`src/rtl/ardc_pkg.sv`:
```
package ardc_pkg;

    // Record layout
    localparam logic [7:0] MAGIC_BYTE     = 8'h42;
    localparam int         MODE_BYTES     = 3;
    localparam int         NAME_LEN_BYTES = 2;
    localparam int         CLEN_BYTES     = 6;

    // Hash unit request for one accepted beat
    typedef struct packed {
        logic       en;       // hash this byte
        logic       restart;  // start from zero (magic byte)
        logic [7:0] data;
    } t_hash_req;

    // Hash unit status toward the deframer
    typedef struct packed {
        logic       ready;    // permutation table loaded
        logic [7:0] hash;     // running hash after the last hashed byte
    } t_hash_stat;

    // Fixed Pearson permutation
    localparam logic [7:0] PERM [256] = '{
        8'd241, 8'd18,  8'd181, 8'd164, 8'd92,  8'd237, 8'd100, 8'd216,
        8'd183, 8'd107, 8'd2,   8'd12,  8'd43,  8'd246, 8'd90,  8'd143,
        8'd251, 8'd49,  8'd228, 8'd134, 8'd215, 8'd20,  8'd193, 8'd172,
        8'd140, 8'd227, 8'd148, 8'd118, 8'd57,  8'd72,  8'd119, 8'd174,
        8'd78,  8'd14,  8'd97,  8'd3,   8'd208, 8'd252, 8'd11,  8'd195,
        8'd31,  8'd28,  8'd121, 8'd206, 8'd149, 8'd23,  8'd83,  8'd154,
        8'd223, 8'd109, 8'd89,  8'd10,  8'd178, 8'd243, 8'd42,  8'd194,
        8'd221, 8'd131, 8'd212, 8'd94,  8'd205, 8'd240, 8'd161, 8'd7,
        8'd62,  8'd214, 8'd222, 8'd219, 8'd1,   8'd84,  8'd95,  8'd58,
        8'd103, 8'd60,  8'd33,  8'd111, 8'd188, 8'd218, 8'd186, 8'd166,
        8'd146, 8'd189, 8'd201, 8'd155, 8'd68,  8'd145, 8'd44,  8'd163,
        8'd69,  8'd196, 8'd115, 8'd231, 8'd61,  8'd157, 8'd165, 8'd213,
        8'd139, 8'd112, 8'd173, 8'd191, 8'd142, 8'd88,  8'd106, 8'd250,
        8'd8,   8'd127, 8'd26,  8'd126, 8'd0,   8'd96,  8'd52,  8'd182,
        8'd113, 8'd38,  8'd242, 8'd48,  8'd204, 8'd160, 8'd15,  8'd54,
        8'd158, 8'd192, 8'd81,  8'd125, 8'd245, 8'd239, 8'd101, 8'd17,
        8'd136, 8'd110, 8'd24,  8'd53,  8'd132, 8'd117, 8'd102, 8'd153,
        8'd226, 8'd4,   8'd203, 8'd199, 8'd16,  8'd249, 8'd211, 8'd167,
        8'd55,  8'd255, 8'd254, 8'd116, 8'd122, 8'd13,  8'd236, 8'd93,
        8'd144, 8'd86,  8'd59,  8'd76,  8'd150, 8'd162, 8'd207, 8'd77,
        8'd176, 8'd32,  8'd124, 8'd171, 8'd29,  8'd45,  8'd30,  8'd67,
        8'd184, 8'd51,  8'd22,  8'd105, 8'd170, 8'd253, 8'd180, 8'd187,
        8'd130, 8'd156, 8'd98,  8'd159, 8'd220, 8'd40,  8'd133, 8'd135,
        8'd114, 8'd147, 8'd75,  8'd73,  8'd210, 8'd21,  8'd129, 8'd39,
        8'd138, 8'd91,  8'd41,  8'd235, 8'd47,  8'd185, 8'd9,   8'd82,
        8'd64,  8'd87,  8'd244, 8'd50,  8'd74,  8'd233, 8'd175, 8'd247,
        8'd120, 8'd6,   8'd169, 8'd85,  8'd66,  8'd104, 8'd80,  8'd71,
        8'd230, 8'd152, 8'd225, 8'd34,  8'd248, 8'd198, 8'd63,  8'd168,
        8'd179, 8'd141, 8'd137, 8'd5,   8'd19,  8'd79,  8'd232, 8'd128,
        8'd202, 8'd46,  8'd70,  8'd37,  8'd209, 8'd217, 8'd123, 8'd27,
        8'd177, 8'd25,  8'd56,  8'd65,  8'd229, 8'd36,  8'd197, 8'd234,
        8'd108, 8'd35,  8'd151, 8'd238, 8'd200, 8'd224, 8'd99,  8'd190
    };

endpackage

```
`src/rtl/archive_record_deframer_check.sv`:
```
// Pipeline: an accepted beat passes two stages, the pending register and then the output register.
// Throughput: one byte per cycle while the table is loaded and the output is not stalled; the Pearson
// step is one read of the table RAM per byte, with the RAM read register feeding the next address directly.
// Reset (synchronous, active low) clears record state and the sticky halt, sets r_verify,
// then loads the 256-entry permutation RAM with s_axis_tready low.
module archive_record_deframer_check (
    input  logic          i_clk,
    input  logic          i_rst_n,
    input  logic          s_axis_tvalid,
    output logic          s_axis_tready,
    input  logic [7:0]    s_axis_tdata,   // [7:0] data_byte
    input  logic [0:0]    s_axis_tuser,   // [0] cmd
    output logic          m_axis_tvalid,
    input  logic          m_axis_tready,
    output logic [103:0]  m_axis_tdata,   // [7:0] byte_out, [31:8] mode_value,
                                          // [47:32] name_length, [95:48] body_len,
                                          // [103:96] computed_hash
    output logic [3:0]    m_axis_tuser,   // [3:0] kind
    input  logic          i_cfg_we,
    input  logic          i_cfg_wdata
);

    import ardc_pkg::*;

    localparam logic [2:0] PH_MAGIC = 3'd0;
    localparam logic [2:0] PH_MODE  = 3'd1;
    localparam logic [2:0] PH_NLEN  = 3'd2;
    localparam logic [2:0] PH_CLEN  = 3'd3;
    localparam logic [2:0] PH_NAME  = 3'd4;
    localparam logic [2:0] PH_BODY  = 3'd5;
    localparam logic [2:0] PH_HASH  = 3'd6;

    localparam logic [3:0] K_HDR    = 4'd0;
    localparam logic [3:0] K_NAME   = 4'd1;
    localparam logic [3:0] K_BODY   = 4'd2;
    localparam logic [3:0] K_OK     = 4'd3;
    localparam logic [3:0] K_BAD    = 4'd4;
    localparam logic [3:0] K_BADMAG = 4'd5;
    localparam logic [3:0] K_TRUNC  = 4'd6;
    localparam logic [3:0] K_HALT   = 4'd7;
    localparam logic [3:0] K_CLEAN  = 4'd8;

    logic [2:0]  r_phase, n_phase;
    logic [47:0] r_cnt, n_cnt;
    logic [23:0] r_mode, n_mode;
    logic [15:0] r_nlen, n_nlen;
    logic [47:0] r_clen, n_clen;
    logic        r_halt, n_halt;
    logic        r_verify;

    logic        r_p_valid;
    logic [3:0]  r_p_kind;
    logic [7:0]  r_p_byte;

    logic        r_o_valid;
    logic [3:0]  r_o_kind;
    logic [7:0]  r_o_byte;
    logic [23:0] r_o_mode;
    logic [15:0] r_o_nlen;
    logic [47:0] r_o_clen;
    logic [7:0]  r_o_hash;

    logic        accept;
    logic        p_move;
    logic [3:0]  kind;
    logic [7:0]  echo;
    logic [7:0]  b;
    logic [47:0] cnt_inc;
    t_hash_req   hreq;
    t_hash_stat  hstat;

    assign b       = s_axis_tdata;
    assign cnt_inc = r_cnt + 48'd1;

    // handshake: pending stage moves on when the output register frees up
    assign p_move        = r_p_valid && (!r_o_valid || m_axis_tready);
    assign s_axis_tready = hstat.ready && (!r_p_valid || p_move);
    assign accept        = s_axis_tvalid && s_axis_tready;

    // record parser
    always_comb begin
        n_phase = r_phase;
        n_cnt   = r_cnt;
        n_mode  = r_mode;
        n_nlen  = r_nlen;
        n_clen  = r_clen;
        n_halt  = r_halt;
        kind    = K_HDR;
        echo    = 8'd0;
        hreq    = '0;
        hreq.data = b;
        if (r_halt) begin
            kind = K_HALT;
        end else if (s_axis_tuser[0]) begin
            if (r_phase == PH_MAGIC) begin
                kind = K_CLEAN;
            end else begin
                kind   = K_TRUNC;
                n_halt = 1'b1;
            end
        end else begin
            case (r_phase)
                PH_MAGIC: begin
                    if (b != MAGIC_BYTE) begin
                        kind   = K_BADMAG;
                        n_halt = 1'b1;
                    end else begin
                        n_mode       = '0;
                        n_nlen       = '0;
                        n_clen       = '0;
                        n_cnt        = '0;
                        hreq.en      = 1'b1;
                        hreq.restart = 1'b1;
                        n_phase      = PH_MODE;
                    end
                end
                PH_MODE: begin
                    hreq.en = 1'b1;
                    n_mode  = {r_mode[15:0], b};
                    n_cnt   = cnt_inc;
                    if (cnt_inc >= 48'(MODE_BYTES)) begin
                        n_cnt   = '0;
                        n_phase = PH_NLEN;
                    end
                end
                PH_NLEN: begin
                    hreq.en = 1'b1;
                    n_nlen  = {r_nlen[7:0], b};
                    n_cnt   = cnt_inc;
                    if (cnt_inc >= 48'(NAME_LEN_BYTES)) begin
                        n_cnt   = '0;
                        n_phase = PH_CLEN;
                    end
                end
                PH_CLEN: begin
                    hreq.en = 1'b1;
                    n_clen  = {r_clen[39:0], b};
                    n_cnt   = cnt_inc;
                    if (cnt_inc >= 48'(CLEN_BYTES)) begin
                        n_cnt = '0;
                        // skip empty name and content parts
                        if (r_nlen != 16'd0) begin
                            n_phase = PH_NAME;
                        end else if (n_clen != 48'd0) begin
                            n_phase = PH_BODY;
                        end else begin
                            n_phase = PH_HASH;
                        end
                    end
                end
                PH_NAME: begin
                    hreq.en = 1'b1;
                    kind    = K_NAME;
                    echo    = b;
                    n_cnt   = cnt_inc;
                    if (cnt_inc >= {32'd0, r_nlen}) begin
                        n_cnt   = '0;
                        n_phase = (r_clen != 48'd0) ? PH_BODY : PH_HASH;
                    end
                end
                PH_BODY: begin
                    hreq.en = 1'b1;
                    kind    = K_BODY;
                    echo    = b;
                    n_cnt   = cnt_inc;
                    if (cnt_inc >= r_clen) begin
                        n_cnt   = '0;
                        n_phase = PH_HASH;
                    end
                end
                default: begin
                    // hash byte: compare against hash of everything before it; always OK when r_verify is clear
                    kind    = (!r_verify || b == hstat.hash) ? K_OK : K_BAD;
                    n_cnt   = '0;
                    n_phase = PH_MAGIC;
                end
            endcase
        end
        if (!accept) begin
            hreq.en = 1'b0;
        end
    end

    ardc_hash u_hash (
        .i_clk   (i_clk),
        .i_rst_n (i_rst_n),
        .i_req   (hreq),
        .o_stat  (hstat)
    );

    // record state
    always_ff @(posedge i_clk) begin
        if (!i_rst_n) begin
            r_phase <= PH_MAGIC;
            r_cnt   <= '0;
            r_mode  <= '0;
            r_nlen  <= '0;
            r_clen  <= '0;
            r_halt  <= 1'b0;
        end else if (accept) begin
            r_phase <= n_phase;
            r_cnt   <= n_cnt;
            r_mode  <= n_mode;
            r_nlen  <= n_nlen;
            r_clen  <= n_clen;
            r_halt  <= n_halt;
        end
    end

    // configuration register
    always_ff @(posedge i_clk) begin
        if (!i_rst_n) begin
            r_verify <= 1'b1;
        end else if (i_cfg_we) begin
            r_verify <= i_cfg_wdata;
        end
    end

    // pending stage: waits for the registered hash RAM read
    always_ff @(posedge i_clk) begin
        if (!i_rst_n) begin
            r_p_valid <= 1'b0;
        end else if (accept) begin
            r_p_valid <= 1'b1;
        end else if (p_move) begin
            r_p_valid <= 1'b0;
        end
    end

    always_ff @(posedge i_clk) begin
        if (accept) begin
            r_p_kind <= kind;
            r_p_byte <= echo;
        end
    end

    // output register; record state still reflects the pending beat here
    always_ff @(posedge i_clk) begin
        if (!i_rst_n) begin
            r_o_valid <= 1'b0;
        end else if (p_move) begin
            r_o_valid <= 1'b1;
        end else if (m_axis_tready) begin
            r_o_valid <= 1'b0;
        end
    end

    always_ff @(posedge i_clk) begin
        if (p_move) begin
            r_o_kind <= r_p_kind;
            r_o_byte <= r_p_byte;
            r_o_mode <= r_mode;
            r_o_nlen <= r_nlen;
            r_o_clen <= r_clen;
            r_o_hash <= hstat.hash;
        end
    end

    assign m_axis_tvalid = r_o_valid;
    assign m_axis_tuser  = r_o_kind;
    assign m_axis_tdata  = {r_o_hash, r_o_clen, r_o_nlen, r_o_mode, r_o_byte};

`ifndef NO_ASSERTIONS
    // the halt is sticky until reset
    a_halt_sticky: assert property (@(posedge i_clk) disable iff (!i_rst_n)
        r_halt |=> r_halt)
        else $error("halt cleared without reset");

    // no beat is taken while the permutation table is loading
    a_no_accept_in_fill: assert property (@(posedge i_clk) disable iff (!i_rst_n)
        !hstat.ready |-> !s_axis_tready)
        else $error("input accepted during table load");

    // a halted result is only produced once the halt is set
    a_halt_kind: assert property (@(posedge i_clk) disable iff (!i_rst_n)
        (r_o_valid && r_o_kind == K_HALT) |-> r_halt)
        else $error("halted result without halt");

    // pending stage only fills after the table is loaded
    a_pend_ready: assert property (@(posedge i_clk) disable iff (!i_rst_n)
        r_p_valid |-> hstat.ready)
        else $error("pending beat during table load");
`endif

endmodule

```
`src/rtl/ardc_ram.sv`:
```
module ardc_ram #(
    parameter int WIDTH = 8,
    parameter int DEPTH = 256
) (
    input  logic                     i_clk,
    input  logic                     i_we,
    input  logic [$clog2(DEPTH)-1:0] i_waddr,
    input  logic [WIDTH-1:0]         i_wdata,
    input  logic                     i_re,
    input  logic [$clog2(DEPTH)-1:0] i_raddr,
    output logic [WIDTH-1:0]         o_rdata
);

    logic [WIDTH-1:0] r_mem [DEPTH];
    logic [WIDTH-1:0] r_rdata;

    // one write port, one registered read port; read data holds when idle
    always_ff @(posedge i_clk) begin
        if (i_we) begin
            r_mem[i_waddr] <= i_wdata;
        end
        if (i_re) begin
            r_rdata <= r_mem[i_raddr];
        end
    end

    assign o_rdata = r_rdata;

endmodule

```
`src/rtl/ardc_hash.sv`:
```
module ardc_hash (
    input  logic                  i_clk,
    input  logic                  i_rst_n,
    input  ardc_pkg::t_hash_req   i_req,
    output ardc_pkg::t_hash_stat  o_stat
);

    import ardc_pkg::*;

    logic [7:0] r_fill_idx;
    logic       r_fill_busy;
    logic       r_h_valid;   // running hash lives in the RAM read register
    logic [7:0] ram_rdata;
    logic [7:0] h_cur;
    logic [7:0] rd_addr;

    // load the permutation into the table RAM, one entry a cycle
    always_ff @(posedge i_clk) begin
        if (!i_rst_n) begin
            r_fill_idx  <= '0;
            r_fill_busy <= 1'b1;
        end else if (r_fill_busy) begin
            r_fill_idx <= r_fill_idx + 8'd1;
            if (r_fill_idx == 8'hFF) begin
                r_fill_busy <= 1'b0;
            end
        end
    end

    // hash is zero until the first byte is hashed after reset
    always_ff @(posedge i_clk) begin
        if (!i_rst_n) begin
            r_h_valid <= 1'b0;
        end else if (i_req.en) begin
            r_h_valid <= 1'b1;
        end
    end

    assign h_cur   = r_h_valid ? ram_rdata : 8'd0;
    // h = T[h ^ byte]; a magic byte starts over from zero
    assign rd_addr = (i_req.restart ? 8'd0 : h_cur) ^ i_req.data;

    ardc_ram #(
        .WIDTH (8),
        .DEPTH (256)
    ) u_perm_ram (
        .i_clk   (i_clk),
        .i_we    (r_fill_busy),
        .i_waddr (r_fill_idx),
        .i_wdata (PERM[r_fill_idx]),
        .i_re    (i_req.en),
        .i_raddr (rd_addr),
        .o_rdata (ram_rdata)
    );

    assign o_stat.ready = !r_fill_busy;
    assign o_stat.hash  = h_cur;

endmodule
```
`config.mk`:
```
export PLATFORM = sky130hd
export DESIGN_NAME = archive_record_deframer_check
export DESIGN_NICKNAME = d
export VERILOG_FILES = /design/src/rtl/ardc_pkg.sv /design/src/rtl/archive_record_deframer_check.sv /design/src/rtl/ardc_ram.sv /design/src/rtl/ardc_hash.sv
export SDC_FILE = /design/constraint.sdc
export NUM_CORES = 2
export LEC_CHECK = 0
export BUFFER_PORTS_ARGS = -buffer_cell sky130_fd_sc_hd__buf_2
export CORE_UTILIZATION = 50
export DETAILED_ROUTE_END_ITERATION = 10
export GPL_ROUTABILITY_DRIVEN = 0
export HOLD_SLACK_MARGIN = 0.02
export PLACE_DENSITY_LB_ADDON = 0.15
export SYNTH_ARGS = -nofsm -noshare
export SYNTH_HDL_FRONTEND = slang
export SYNTH_SLANG_ARGS = --single-unit
```
`constraint.sdc`:
```
create_clock -name i_clk -period 22.3 [get_ports i_clk]
set_input_delay 2.23 -clock i_clk [delete_from_list [all_inputs] [get_ports i_clk]]
set_output_delay 2.23 -clock i_clk [all_outputs]
set_load 0.02 [all_outputs]
```
# Word level (Yosys, flattened, before mapping)
# Memory sizes are Yosys's and may differ from the RTL's. A register that Yosys moved wholly into a read port is not among the register bits.
# Index checks and enable logic that the tools add are counted.
# classes
add_sub_neg,2
n_lt_le_gt_ge,6
n_eq_ne,14
n_mux,50
bitwise_logic,5
reduce_logical,28
# ops
operator,n
$mux 48,6
$pmux 48 s6,1
$ge 48x2->1 const B,2
$pmux 48 s2,1
$reduce_bool 48->1,2
$add 48x1->48 const B,1
$ge 48x16->1,1
$ge 48x3->1 const B,1
$ge 48x48->1,1
$pmux 24 s2,1
$mux 8,4
$pmux 16 s2,1
$mux 24,1
$mux 3,8
$pmux 3 s6,1
$mux 16,1
$reduce_bool 16->1,1
$mux 1,15
$reduce_and 5->1,3
$mux 2,6
$ne 2x2->1 const B,6
$pmux 3 s4,1
$reduce_bool 2->1,5
$ge 9x9->1 const B,1
other kinds (21),34
# word_totals
regBits,273
mem_bits_rw,2048
rom_bits,2048
input_bits,15
out_inout_bits,110
elab_cells,127
n_memories,2
# memory_table
name,depth,width,rd,rd_ports_with_merged_regs,write_ports,line_no,text
(no name shown),256,8,1,0,0,ardc_hash.sv:50,".i_wdata (PERM[r_fill_idx]),"
u_hash.u_perm_ram.r_mem,256,8,1,1,1,ardc_ram.sv:14,logic [WIDTH-1:0] r_mem [DEPTH];

# Logic depth before layout (Yosys ltp)
# logic_depth
word_depth,7
ltp_mapped,22
ltp_nobuf,18

# Hierarchy
# A second synthesis with hierarchy kept.
# hier_totals
cells_unflattened,5631
hier_area_um2,96097.2
# modules_own_cells
module,n_inst,cells_per_inst,area_each_um2,seq_area_each_um2
ardc_ram,1,3733,79636.4,61739.2
archive_record_deframer_check,1,1301,12630.9,6466.2
ardc_hash,1,597,3829.9,200.2

# Worst setup path before layout
# Ideal clock, no wire load.
# synth_timing
kind,flip-flop to flip-flop
from,register u_hash.r_fill_idx[2]
to,memory u_hash.u_perm_ram.r_mem[0][0] (data pin)
setup_time_ns,3.367
arrival_time_ns,17.951
t_required_ns,18.933
slack_ns,0.982
path_stages_with_launch,8
n_path_buf,5
period_less_slack_ns,21.318
cell_sequence,dfxtp_1 > clkbuf_1 > clkbuf_1 > clkbuf_1 > clkbuf_1 > clkbuf_1 > nor2_1 > o311ai_0
# synth_between
elab_chain_cells,4
# synth_lines
element,line_no,text
start: declaration,ardc_hash.sv:10,logic [7:0] r_fill_idx;
start signal: assignment,ardc_hash.sv:23,r_fill_idx <= r_fill_idx + 8'd1;
$not 8->9 (not written as such),ardc_hash.sv:50,
$mem_v2 256x8,-,
$mux 8 (not written as such) (2 in series),ardc_hash.sv:50,
named net u_hash.u_perm_ram.i_wdata[0],ardc_ram.sv:8,"input logic [WIDTH-1:0] i_wdata,"
end: declaration,ardc_ram.sv:14,
# The timed path passes the listed nets, and every way through them passes these cells. The select of a mux whose other input is x is not followed.

# Worst setup path in the final report
# layout_timing
from,input s_axis_tdata[6]
to,register u_hash.u_perm_ram.r_rdata[4] (netlist: u_hash.u_perm_ram.o_rdata[4]) (read register of u_hash.u_perm_ram.r_mem) (data pin)
# layout_between
elab_chain_cells,7
elab_cells_between_ends,9
classes_between,eq/ne: 1; mux: 7; bitwise: 1
# layout_lines
element,line_no,text
start: declaration,archive_record_deframer_check.sv:11,"input logic [7:0] s_axis_tdata,"
$ne 8x7->1,archive_record_deframer_check.sv:104,if (b != MAGIC_BYTE) begin
$mux 2,archive_record_deframer_check.sv:104,
$mux 1,archive_record_deframer_check.sv:102,case (r_phase)
$mux 2,archive_record_deframer_check.sv:94,end else if (s_axis_tuser[0]) begin
$mux 2,archive_record_deframer_check.sv:92,if (r_halt) begin
$mux 8,ardc_hash.sv:41,assign rd_addr = (i_req.restart ? 8'd0 : h_cur) ^ i_req.data;
$xor 8x8->8,ardc_hash.sv:41,
end: declaration,ardc_ram.sv:15,logic [WIDTH-1:0] r_rdata;
# Several ways; a longest one is shown, not always the timed one.
# A chain may end at the register's enable or synchronous reset.

==> results.json <==
{
  "rsz0062_at_grt": "no",
  "synthArstFlopShare_pct": 0,
  "wl_per_cell_um": 27.4,
  "grt_pass1_wl_mm": 431,
  "rows": 162,
  "numPortBuffers": 124,
  "seq_area_mm2": 0.0684,
  "num_vias": 67119,
  "cts_tree": "done",
  "synth_area_per_cell_um2": 12.3,
  "hpwl_mm": 176,
  "path_class": "in -> reg",
  "grt_pass1_vias": 62750,
  "hold_class": "reg -> reg",
  "track_usage_pct": 29.3,
  "synthToLayoutAreaGrowth_pct": 10.6,
  "yosysUniqueCellTypes": 86,
  "synth_most_common_cell": "edfxtp_1",
  "fin_tns_setup_ns": 0,
  "grt_max_degree": 182,
  "nFillCells": 16162,
  "drv_cap": 0,
  "synth_area_leader_cell": "edfxtp_1",
  "p_leak_uw": 0.0362,
  "holdBufCountCts": 0,
  "status": "complete, no violations",
  "htreeDepth": 4,
  "drt-total-wl_mm": 295,
  "ys_top_cells_by_count": "2176 x edfxtp_1, 1916 x nand2_1, 498 x nand3_1",
  "maxSlewHeadroom_pct": 13.0,
  "tightest_slew_ns": 1.30,
  "coreArea_mm2": 0.195,
  "initial_core_util_pct": 50.3,
  "clkSinkCount": 2329,
  "arrival_ns": 8.62,
  "finalCritPeriodShare_pct": 35.6,
  "cts-resized-gates": 0,
  "clk-insertion-delay-late_ns": 0.88,
  "fin_crit_ns": 7.93,
  "yosysWarnings": 0,
  "hold_viol": 0,
  "drc": 0,
  "cts-root-buf": "clkbuf_16",
  "antenna_found_initial": 9,
  "fmax_mhz": 126,
  "viasPerCell": 6.23,
  "drtIter0Drc": 8874,
  "crit_chain": "buf_2 -> nor4b_1 -> nand4_1 -> nand2_4 -> buf_4 -> buf_4 -> buf_4 -> mux2_2 -> o21ai_0 -> nand3_1 -> o31ai_1 -> o41ai_1 -> o211ai_1 -> nor3_1",
  "synth_edf_count": 2176,
  "finalClockSkew_ns": 0.0435,
  "ys.flop_type": "edfxtp_1",
  "syn_nets": 8091,
  "synthCells": 7994,
  "drtPass1Iterations": 10,
  "synth_top_area_share_pct": 66.6,
  "antenna_left": 0,
  "cts-buffers-inserted": 228,
  "io_pins": 125,
  "die-area_mm2": 0.198,
  "drive_gt1_share_pct": 9.33,
  "start_kind": "primary input",
  "peakVddDrop_uv": 90.4,
  "clockBufferDepth": 3,
  "synthesis.area_mm2": 0.0981,
  "clk_pin_slew_ns": 0.06,
  "crit_path_end_kind": "flop",
  "drv_slew": 0,
  "synth_area_leaders": "edfxtp_1 67%, nand2_1 7.3%, dfxtp_1 3.1%",
  "worstPathMaxFanout": 77,
  "slowest_stage": "buf_4",
  "die_w_um": 445,
  "multiInputGateArea_mm2": 0.0272,
  "postCtsSetupBuffers": 0,
  "ys_ff_latch": 2329,
  "fin_nets": 8034,
  "die_h_um": 445,
  "crit_top_cell": "buf_4",
  "setup_violations": 0,
  "ys_seq_area_share_pct": 69.7,
  "power_density_mw_per_mm2": 85.8,
  "max_stage_delay_ns": 0.81,
  "required_ns": 22.99,
  "post-route-util_pct": 55.6,
  "grt-ovfl-total": 0
}
-- kinds of logic (layout without fill, tap and decap cells) --
family          count (synthesis)  count (layout)  synth area share [%]
compound gates               1378            1378                  9.11
xor+xnor                       64              64                 0.571
fa+ha+maj                      82              82                  1.05
buf+inv                       657             801                  2.78
flops                        2329            2329                  69.7
mux                           146             146                  1.98
other cells                     0               3                     0
simple gates                 3338            3338                  14.8
-- cell type report --
| type | instances | area share [%] |
|---|---|---|
| Sequential cell | 2329 | 63.0 |
| Clock buffer | 302 | 5.66 |
| Multi-Input combinational cell | 5008 | 25.1 |
| Tap cell | 2624 | 3.03 |
| Timing Repair Buffer | 275 | 1.73 |
| Antenna cell | 3 | 0.00692 |
| Clock inverter | 129 | 1.11 |
| Inverter | 95 | 0.329 |
-- worst max-delay path: cells and delay by family --
family | cells | cell delay [ns]
AOI/OAI and AO/OA | 4 | 1.41
buffers and inverters | 4 | 2.43
and+or+nand+nor | 5 | 2.01
muxes | 1 | 0.28
-- power by group --
part / internal (uW) / switching [uW] / total [uW]
clock: 2120 / 1680 / 3800
sequential: 4870 / 3.83 / 4880
combinational: 134 / 505 / 639
total: 7120 / 2190 / 9310
-- registers in the layout, summed over array words and instances, names as in the netlist, 3 cells and up --
name                       flops
u_hash.u_perm_ram.r_mem     2048
r_clen                        48
r_cnt                         48
r_o_clen                      48
r_mode                        24
r_o_mode                      24
r_nlen                        16
r_o_nlen                      16
r_o_byte                       8
r_o_hash                       8
r_p_byte                       8
u_hash.r_fill_idx              8
u_hash.u_perm_ram.o_rdata      8
m_axis_tuser                   4
r_p_kind                       4
r_phase                        3
-- through the flow --
stage | setup slack (ns) | total power [uW] | cells | cell area [um^2] | hold WS (ns)
after global routing | 14.17 | 9540 | 10764 | 109000 | 0.431
after CTS | 14.42 | 9340 | 10761 | 108000 | 0.420
final | 14.37 | 9310 | 10765 | 109000 | 0.420
after detailed placement | 13.52 | 5600 | 10330 | 101000 | 0.405
after floorplan | 0.982 | 5390 | 7994 | 98100 | 0.400
after global placement | 13.46 | 5590 | 10330 | 101000 | 0.403
-- path summary, 6_finish.rpt --
| path | from | to | slack, ns | cells after the start |
|---|---|---|---|---|
| worst max-delay path | s_axis_tdata[6] | u_hash.u_perm_ram.o_rdata[4] | 14.37 | 14 |
| worst min-delay path | r_p_byte[6] | r_o_byte[6] | 0.42 | 0 |
| worst max register to register | u_hash.r_fill_idx[1] | u_hash.u_perm_ram.r_mem[209][2] | 15.31 | 13 |
| worst min register to register | r_p_byte[6] | r_o_byte[6] | 0.42 | 0 |
-- metal layers --
metal  part of all wire, %  vias up  wire, um  GRT usage (%)
li1                      -    29492         -              -
met1                    40    33298    119000           41.6
met2                    45     3726    134000           45.0
met3                    10      599     29700           5.43
met4                   4.0        4     11800           11.1
met5                 0.011        -        31              0
-- layout by cell type, fill, tap and decap left out, types with 36 or more instances in the layout --
cell type,n
a211oi_1,108
a21boi_0,45
a21oi_1,306
a22o_1,36
a22oi_1,65
a311oi_1,41
a31oi_1,293
and3_1,151
buf_2,124
buf_4,141
clkbuf_1,60
clkbuf_16,230
clkinv_1,43
clkinv_2,43
dfxtp_1,151
edfxtp_1,2176
ha_1,82
inv_1,91
mux2_2,48
mux2i_1,64
nand2_1,1907
nand3_1,490
nand4_1,50
nor2_1,390
nor2b_1,70
nor3_1,83
nor4_1,48
o21ai_0,197
o22ai_1,68
xnor2_1,42
Power figures use the tool's default switching activity.
